## src/rtl/abca_pkg.sv

```systemverilog
package abca_pkg;

  // Field widths of the item and result words
  localparam int RAW_W     = 11;
  localparam int NUM_RAW   = 8;
  localparam int CMD_W     = 2;
  localparam int CNT_W     = 4;
  localparam int CORR_W    = 11;
  localparam int SUM_W     = 14;
  localparam int OUT_IDX_W = 10;
  localparam int HALF_W    = 2;

  // Command codes
  localparam logic [CMD_W-1:0] CMD_TICK  = 2'd0;
  localparam logic [CMD_W-1:0] CMD_START = 2'd1;
  localparam logic [CMD_W-1:0] CMD_STOP  = 2'd2;

  // Half-buffer flag codes
  localparam logic [HALF_W-1:0] HALF_NONE   = 2'd0;
  localparam logic [HALF_W-1:0] HALF_FIRST  = 2'd1;
  localparam logic [HALF_W-1:0] HALF_SECOND = 2'd2;

  // Correction constants: offset removed from the low byte, then gain/256
  localparam logic [7:0] LO_OFFSET = 8'd21;
  localparam logic [8:0] LO_GAIN   = 9'd279;

  localparam logic [CNT_W-1:0] READINGS_RESET = 4'd8;

  typedef logic [RAW_W-1:0]  raw_t;
  typedef logic [CORR_W-1:0] corr_t;
  typedef logic [SUM_W-1:0]  sum_t;

  // Sequencer verdict for one word
  typedef struct packed {
    logic              sample;
    logic [HALF_W-1:0] half;
  } abca_seq_t;

endpackage

```

## src/rtl/abca_ifs.sv

```systemverilog
interface abca_item_if import abca_pkg::*; ();
  logic             valid;
  logic             ready;
  logic [CMD_W-1:0] cmd;
  raw_t             raw_0;
  raw_t             raw_1;
  raw_t             raw_2;
  raw_t             raw_3;
  raw_t             raw_4;
  raw_t             raw_5;
  raw_t             raw_6;
  raw_t             raw_7;

  modport source (output valid, cmd, raw_0, raw_1, raw_2, raw_3, raw_4, raw_5, raw_6, raw_7,
                  input ready);
  modport sink (input valid, cmd, raw_0, raw_1, raw_2, raw_3, raw_4, raw_5, raw_6, raw_7,
                output ready);
endinterface

interface abca_result_if import abca_pkg::*; ();
  logic                 valid;
  logic                 ready;
  logic                 sample_valid;
  sum_t                 sample_value;
  logic [OUT_IDX_W-1:0] write_index;
  logic [HALF_W-1:0]    half_ready;

  modport source (output valid, sample_valid, sample_value, write_index, half_ready,
                  input ready);
  modport sink (input valid, sample_valid, sample_value, write_index, half_ready,
                output ready);
endinterface

interface abca_cfg_if import abca_pkg::*; ();
  logic             valid;
  logic             ready;
  logic [CNT_W-1:0] readings_used;

  modport source (output valid, readings_used, input ready);
  modport sink (input valid, readings_used, output ready);
endinterface

```

## src/rtl/abca_correct.sv

```systemverilog
module abca_correct import abca_pkg::*; (
  input  raw_t  raw,
  output corr_t corr
);

  logic [RAW_W-1:0] inv;
  logic [7:0]       lo;
  logic [7:0]       lo_off;
  logic [16:0]      scaled;

  // Invert, then scale the low byte above the offset and add back the high bits
  always_comb begin
    inv    = ~raw;
    lo     = inv[7:0];
    lo_off = lo - LO_OFFSET;
    scaled = 17'(lo_off) * 17'(LO_GAIN);
    if (lo > LO_OFFSET) begin
      corr = {inv[10:8], scaled[15:8]};
    end else begin
      corr = {inv[10:8], 8'd0};
    end
  end

endmodule

```

## src/rtl/abca_accum.sv

```systemverilog
module abca_accum import abca_pkg::*; #(
  parameter int MAX_READINGS = 8
) (
  input  logic [NUM_RAW-1:0][RAW_W-1:0] raw,
  input  logic [CNT_W-1:0]              readings_used,
  output sum_t                          sum
);

  localparam logic [CNT_W-1:0] MAX_CNT = CNT_W'(MAX_READINGS);

  corr_t            corr [NUM_RAW];
  logic [CNT_W-1:0] n_eff;

  // One correction lane per reading
  for (genvar i = 0; i < NUM_RAW; i++) begin : g_lane
    abca_correct u_correct (
      .raw  (raw[i]),
      .corr (corr[i])
    );
  end

  // Saturate the count, then add the lanes in use
  always_comb begin
    n_eff = (readings_used > MAX_CNT) ? MAX_CNT : readings_used;
    sum   = '0;
    for (int i = 0; i < NUM_RAW; i++) begin
      if (CNT_W'(i) < n_eff) begin
        sum = sum + SUM_W'(corr[i]);
      end
    end
  end

endmodule

```

## src/rtl/abca_seq.sv

```systemverilog
module abca_seq import abca_pkg::*; #(
  parameter int BUF_SAMPLES = 1024,
  localparam int IDX_W = $clog2(BUF_SAMPLES)
) (
  input  logic             clk,
  input  logic             rst,
  input  logic             advance,
  input  logic [CMD_W-1:0] cmd,
  output abca_seq_t        verdict,
  output logic [IDX_W-1:0] index
);

  localparam logic [IDX_W-1:0] HALF_LAST = IDX_W'(BUF_SAMPLES / 2 - 1);
  localparam logic [IDX_W-1:0] BUF_LAST  = IDX_W'(BUF_SAMPLES - 1);

  logic running;
  logic skip_first;

  // Decide whether this word carries a sample, and flag half fills
  always_comb begin
    verdict.sample = (cmd == CMD_TICK) && running && !skip_first;
    verdict.half   = HALF_NONE;
    if (verdict.sample) begin
      if (index == HALF_LAST) begin
        verdict.half = HALF_FIRST;
      end else if (index == BUF_LAST) begin
        verdict.half = HALF_SECOND;
      end
    end
  end

  // Advance capture state once per word
  always_ff @(posedge clk) begin
    if (rst) begin
      running    <= 1'b0;
      skip_first <= 1'b0;
      index      <= '0;
    end else if (advance) begin
      case (cmd)
        CMD_START: begin
          running    <= 1'b1;
          skip_first <= 1'b1;
          index      <= '0;
        end
        CMD_STOP: begin
          running <= 1'b0;
        end
        CMD_TICK: begin
          if (running) begin
            if (skip_first) begin
              skip_first <= 1'b0;
              index      <= '0;
            end else if (index == BUF_LAST) begin
              index <= '0;
            end else begin
              index <= index + 1'b1;
            end
          end
        end
        default: begin
        end
      endcase
    end
  end

endmodule

```

## src/rtl/adc_burst_correct_accumulate.sv

```systemverilog
// Burst ADC corrector: each input word carries a command and eight raw 11-bit
// readings. Ticks while running produce one summed, corrected sample along with
// its ping-pong buffer write index and a half-full flag; start, stop, unused codes, the
// first tick after a start and ticks while stopped produce a result word with
// sample_valid low and all other fields zero. Every input word yields exactly one
// result word, passed through the input register and then the result register,
// and a new word can be taken every cycle when the result side keeps up.
// The readings_used register (reset 8) may be written at any time the block is idle;
// its write channel is always ready.
module adc_burst_correct_accumulate import abca_pkg::*; #(
  parameter int BUF_SAMPLES  = 1024,
  parameter int MAX_READINGS = 8
) (
  input logic           clk,
  input logic           rst,
  abca_item_if.sink     item,
  abca_result_if.source result,
  abca_cfg_if.sink      cfg
);

  localparam int IDX_W = $clog2(BUF_SAMPLES);

  logic                          s1_valid;
  logic [CMD_W-1:0]              s1_cmd;
  logic [NUM_RAW-1:0][RAW_W-1:0] s1_raw;
  logic                          s1_advance;
  logic [CNT_W-1:0]              readings_used;
  sum_t                          sum;
  abca_seq_t                     verdict;
  logic [IDX_W-1:0]              index;

  assign s1_advance = s1_valid && (!result.valid || result.ready);
  assign item.ready = !s1_valid || s1_advance;
  assign cfg.ready  = 1'b1;

  // Hold the configuration register
  always_ff @(posedge clk) begin
    if (rst) begin
      readings_used <= READINGS_RESET;
    end else if (cfg.valid) begin
      readings_used <= cfg.readings_used;
    end
  end

  // Capture the input word
  always_ff @(posedge clk) begin
    if (rst) begin
      s1_valid <= 1'b0;
    end else if (item.ready) begin
      s1_valid <= item.valid;
    end
  end

  always_ff @(posedge clk) begin
    if (item.valid && item.ready) begin
      s1_cmd <= item.cmd;
      s1_raw <= {item.raw_7, item.raw_6, item.raw_5, item.raw_4,
                 item.raw_3, item.raw_2, item.raw_1, item.raw_0};
    end
  end

  abca_accum #(
    .MAX_READINGS (MAX_READINGS)
  ) u_accum (
    .raw           (s1_raw),
    .readings_used (readings_used),
    .sum           (sum)
  );

  abca_seq #(
    .BUF_SAMPLES (BUF_SAMPLES)
  ) u_seq (
    .clk     (clk),
    .rst     (rst),
    .advance (s1_advance),
    .cmd     (s1_cmd),
    .verdict (verdict),
    .index   (index)
  );

  // Load the result word; drop valid once taken
  always_ff @(posedge clk) begin
    if (rst) begin
      result.valid <= 1'b0;
    end else if (s1_advance) begin
      result.valid <= 1'b1;
    end else if (result.ready) begin
      result.valid <= 1'b0;
    end
  end

  always_ff @(posedge clk) begin
    if (s1_advance) begin
      result.sample_valid <= verdict.sample;
      result.sample_value <= verdict.sample ? sum : '0;
      result.write_index  <= verdict.sample ? OUT_IDX_W'(index) : '0;
      result.half_ready   <= verdict.half;
    end
  end

endmodule

```

## src/flat_wrapper.sv

```systemverilog
// flat-port wrapper written by rule: the top's interface ports become plain ports
module adc_burst_correct_accumulate_flat import abca_pkg::*;
#(
  parameter int BUF_SAMPLES  = 1024,
  parameter int MAX_READINGS = 8
)
  (clk, rst, item_valid, item_cmd, item_raw_0, item_raw_1, item_raw_2, item_raw_3, item_raw_4, item_raw_5, item_raw_6, item_raw_7, item_ready, result_valid, result_sample_valid, result_sample_value, result_write_index, result_half_ready, result_ready, cfg_valid, cfg_readings_used, cfg_ready);
  abca_item_if item_i ();
  abca_result_if result_i ();
  abca_cfg_if cfg_i ();
  input logic clk;
  input logic rst;
  input wire logic [$bits(item_i.valid)-1:0] item_valid;
  input wire logic [$bits(item_i.cmd)-1:0] item_cmd;
  input wire logic [$bits(item_i.raw_0)-1:0] item_raw_0;
  input wire logic [$bits(item_i.raw_1)-1:0] item_raw_1;
  input wire logic [$bits(item_i.raw_2)-1:0] item_raw_2;
  input wire logic [$bits(item_i.raw_3)-1:0] item_raw_3;
  input wire logic [$bits(item_i.raw_4)-1:0] item_raw_4;
  input wire logic [$bits(item_i.raw_5)-1:0] item_raw_5;
  input wire logic [$bits(item_i.raw_6)-1:0] item_raw_6;
  input wire logic [$bits(item_i.raw_7)-1:0] item_raw_7;
  output wire logic [$bits(item_i.ready)-1:0] item_ready;
  output wire logic [$bits(result_i.valid)-1:0] result_valid;
  output wire logic [$bits(result_i.sample_valid)-1:0] result_sample_valid;
  output wire logic [$bits(result_i.sample_value)-1:0] result_sample_value;
  output wire logic [$bits(result_i.write_index)-1:0] result_write_index;
  output wire logic [$bits(result_i.half_ready)-1:0] result_half_ready;
  input wire logic [$bits(result_i.ready)-1:0] result_ready;
  input wire logic [$bits(cfg_i.valid)-1:0] cfg_valid;
  input wire logic [$bits(cfg_i.readings_used)-1:0] cfg_readings_used;
  output wire logic [$bits(cfg_i.ready)-1:0] cfg_ready;
  assign item_i.valid = item_valid;
  assign item_i.cmd = item_cmd;
  assign item_i.raw_0 = item_raw_0;
  assign item_i.raw_1 = item_raw_1;
  assign item_i.raw_2 = item_raw_2;
  assign item_i.raw_3 = item_raw_3;
  assign item_i.raw_4 = item_raw_4;
  assign item_i.raw_5 = item_raw_5;
  assign item_i.raw_6 = item_raw_6;
  assign item_i.raw_7 = item_raw_7;
  assign item_ready = item_i.ready;
  assign result_valid = result_i.valid;
  assign result_sample_valid = result_i.sample_valid;
  assign result_sample_value = result_i.sample_value;
  assign result_write_index = result_i.write_index;
  assign result_half_ready = result_i.half_ready;
  assign result_i.ready = result_ready;
  assign cfg_i.valid = cfg_valid;
  assign cfg_i.readings_used = cfg_readings_used;
  assign cfg_ready = cfg_i.ready;
  adc_burst_correct_accumulate #(.BUF_SAMPLES(BUF_SAMPLES), .MAX_READINGS(MAX_READINGS)) u_core (.clk(clk), .rst(rst), .item(item_i), .result(result_i), .cfg(cfg_i));
endmodule
```

## config.mk

```make
export PLATFORM = sky130hd
export DESIGN_NAME = adc_burst_correct_accumulate_flat
export DESIGN_NICKNAME = d
export VERILOG_FILES = /design/src/rtl/abca_pkg.sv /design/src/rtl/abca_ifs.sv /design/src/rtl/abca_correct.sv /design/src/rtl/abca_accum.sv /design/src/rtl/abca_seq.sv /design/src/rtl/adc_burst_correct_accumulate.sv /design/src/flat_wrapper.sv
export SDC_FILE = /design/constraint.sdc
export NUM_CORES = 1
export LEC_CHECK = 0
export ABC_AREA = 1
export BUFFER_PORTS_ARGS = -buffer_cell sky130_fd_sc_hd__buf_4
export CAP_MARGIN = 5
export CORE_ASPECT_RATIO = 1.4
export CORE_MARGIN = 2
export CORE_UTILIZATION = 45
export DETAILED_ROUTE_END_ITERATION = 6
export SYNTH_ARGS = -nofsm -noshare
export SYNTH_HDL_FRONTEND = slang
export SYNTH_SLANG_ARGS = --single-unit
```

## constraint.sdc

```tcl
create_clock -name clk -period 20.1 [get_ports clk]
set_clock_uncertainty 0.15 [all_clocks]
set_input_delay 1.005 -clock clk [delete_from_list [all_inputs] [get_ports clk]]
set_output_delay 1.005 -clock clk [all_outputs]
set_load 0.01 [all_outputs]
```

==> metrics.yaml <==
status:
  status: "completed"
route:
  routedWlPerCell_um: 13.7
  remaining_drc_errors: 0
  via_per_inst: 5.00
  antenna_left: 0
  vias: 16600
  drt-pass1-iter-count: 5
  met3_length_um: 845
  drt_wl_total_um: 45300
  drt-initial-drc-count: 580
  top_layer_used: "met4"
  m1WireLength_um: 17800
  wl_met2_um: 24900
yosys:
  synth_area_leaders: "ha_1, edfxtp_1, fa_1"
  synthesis.instances: 2613
  ys_seq_elements: 135
  yosysTopAreaCell: "ha_1"
  syn_area_um2: 20100
  async_flop_share_pct: 0
  ys_types: 53
  yosys_warnings: 0
  yosysSeqAreaShare_pct: 19.3
  yosys.area.top_type_share_pct: 24.9
  synth_edf_count: 117
  syn_nets: 3221
  postSynthAreaPerCell_um2: 7.68
  ys.flop_type: "edfxtp_1"
critical_path:
  worst_setup_path_start_kind: "register"
  crit_buf_inv: 7
  end_kind: "register"
  crit_top_cell: "nand2_1"
  cpPeakStageDelay_ps: 550
  cp.required_ps: 20170
  critPathMaxFanout: 6
  r2r_slack_ps: 6670
  r2r_end: "u_core.result.sample_value[13]$_SDFFCE_PN0P_"
  path_delay_family: "adder cells"
  crit_arrival_ps: 13500
  cp_slowest_cell: "fa_1"
  reg2regPathDepth: 71
  r2r-start: "u_core.s1_raw[11]$_DFFE_PP_"
  crit_type: "register to register"
final_layout:
  fillers: 4332
  multi_input_area_um2: 13900
  drive_gt1_share_pct: 8.11
  syn_to_final_growth_pct: 11.0
  layout_common_cells: "inv_1, nand2_1, ha_1"
  regArea_um2: 3870
  antenna_cells: 0
  layout_commonest_cell: "inv_1"
  nets: 3356
clocking:
  cts_inserted_buffers: 17
  root_buffer: "clkbuf_16"
  cts_hold_buf: 0
  cts_setup_buffers: 0
  clk_pin_slew_ps: 80
  clock-sinks: 135
  cts.path.max_buffers: 2
  clk_latency_ps: 470
  cts_resized: 0
  cts_tree: "done"
  htreeDepth: 4
worst_hold_path:
  hold_path_startpoint: "u_core.u_seq.running$_SDFFE_PP0P_"
  min_path_cells: 2
  min_to: "u_core.u_seq.running$_SDFFE_PP0P_"
  hold_class: "register to register"
sta:
  max_slew_margin_pct: 36.3
  fin_crit_sh_pct: 66.8
  worstMarginPinSlew_ps: 953
  setup_violations: 0
  fin_tns_setup_ps: 0
  fmax_mhz: 74.5
  rsz0062_at_grt: "false"
  hold_violations: 0
  min_period_ps: 13430
  drv_slew: 0
grt:
  antenna_found_initial: 0
  grt_pass1_vias: 17100
  overflow: 0
  grtUsageTotal_pct: 20.5
  grt_pass1_wl_um: 76300
  grt_max_degree: 65
floorplan:
  rows: 91
  die_y_um: 254
  pin_count: 129
  core_um2: 44100
  dieArea_um2: 46300
  fp.dieW_um: 182
  initial_core_util_pct: 45.5
flow_run:
  maxCapViolCount: 0
placement:
  port_buffers: 127
  place_hpwl_um: 38700
  gp_congestion: 0.895
-- tightest hold or removal path, cell delays in order (launching register included) --
cell and delay [ps]:
dfxtp_1 310, nand2_1 60, a21oi_1 50
-- logic make-up after synthesis --
family | Yosys count | synth area share (%)
AOI/OAI and AO/OA | 300 | 8.34
xor gates and xnor gates | 87 | 3.83
buffers and inverters | 596 | 11.2
other | 1 | 0.0187
adders and majority gates | 509 | 35.8
and+or+nand+nor | 985 | 21.5
DFF | 135 | 19.3
-- cell usage after synthesis, types with 15 or more instances --
cell type and n:
o21bai_1 15, ha_1 400, xor2_1 55, o21ai_0 74
fa_1 109, edfxtp_1 117, nand2_1 527, nor3_1 24
dfxtp_1 18, and2_1 22, nand3_1 161, or2_2 21
nand4_1 16, nor2_1 173, inv_1 573, a21oi_1 153
xnor2_1 31
-- routing by layer --
layer	track usage, %	up-vias
li1	-	8643
met1	20.6	7678
met2	41.5	200
met3	2.26	78
met4	9.17	0
met5	0	-
-- state kept, by name (all words and copies together), names as in the netlist --
signal	count
u_core.readings_used	4
u_core.s1_valid	1
u_core.result.write_index	10
u_core.u_seq.running	1
u_core.u_seq.index	10
u_core.result.valid	1
u_core.s1_raw	88
u_core.result.sample_valid	1
u_core.s1_cmd	2
u_core.result.sample_value	14
u_core.result.half_ready	2
u_core.u_seq.skip_first	1
-- how the worst max path moves through the flow --
stage	from	end	slack, ps	cells after the start
after floorplan	u_core.s1_raw[11]$_DFFE_PP_	u_core.result.sample_value[13]$_SDFFCE_PN0P_	8250	73
after global placement	u_core.s1_raw[11]$_DFFE_PP_	u_core.result.sample_value[13]$_SDFFCE_PN0P_	6970	79
after detailed placement	u_core.s1_raw[11]$_DFFE_PP_	u_core.result.sample_value[13]$_SDFFCE_PN0P_	6740	71
after CTS	u_core.s1_raw[11]$_DFFE_PP_	u_core.result.sample_value[13]$_SDFFCE_PN0P_	6680	71
after global routing	u_core.s1_raw[11]$_DFFE_PP_	u_core.result.sample_value[13]$_SDFFCE_PN0P_	5230	73
final	u_core.s1_raw[11]$_DFFE_PP_	u_core.result.sample_value[13]$_SDFFCE_PN0P_	6670	71
-- through the flow --
| step | hold slack, ps | cell area, um2 | util (%) | cells | setup slack, ps |
|---|---|---|---|---|---|
| 6_report | 324 | 22300 | 50.5 | 3319 | 6670 |
| 4_1_cts | 330 | 22300 | 50.5 | 3319 | 6680 |
| 3_5_place_dp | 318 | 21700 | 49.2 | 3287 | 6740 |
| 3_3_place_gp | 305 | 21700 | 49.2 | 3287 | 6970 |
| 2_1_floorplan | 294 | 20100 | - | 2613 | 8250 |
| 5_1_grt | 350 | 22300 | 50.5 | 3319 | 5230 |
-- area by class of cell --
cell class | instances | share of cell area (%)
repair buffers | 131 | 4.42
clock buffers | 17 | 1.91
well taps | 558 | 3.13
clock inverters | 15 | 0.697
multi-input cells | 1882 | 62.6
inverters | 581 | 9.83
flip-flops and latches | 135 | 17.4
Power is not shown: default switching activity piles up to over one toggle a cycle in this logic, so the estimate is an artifact.
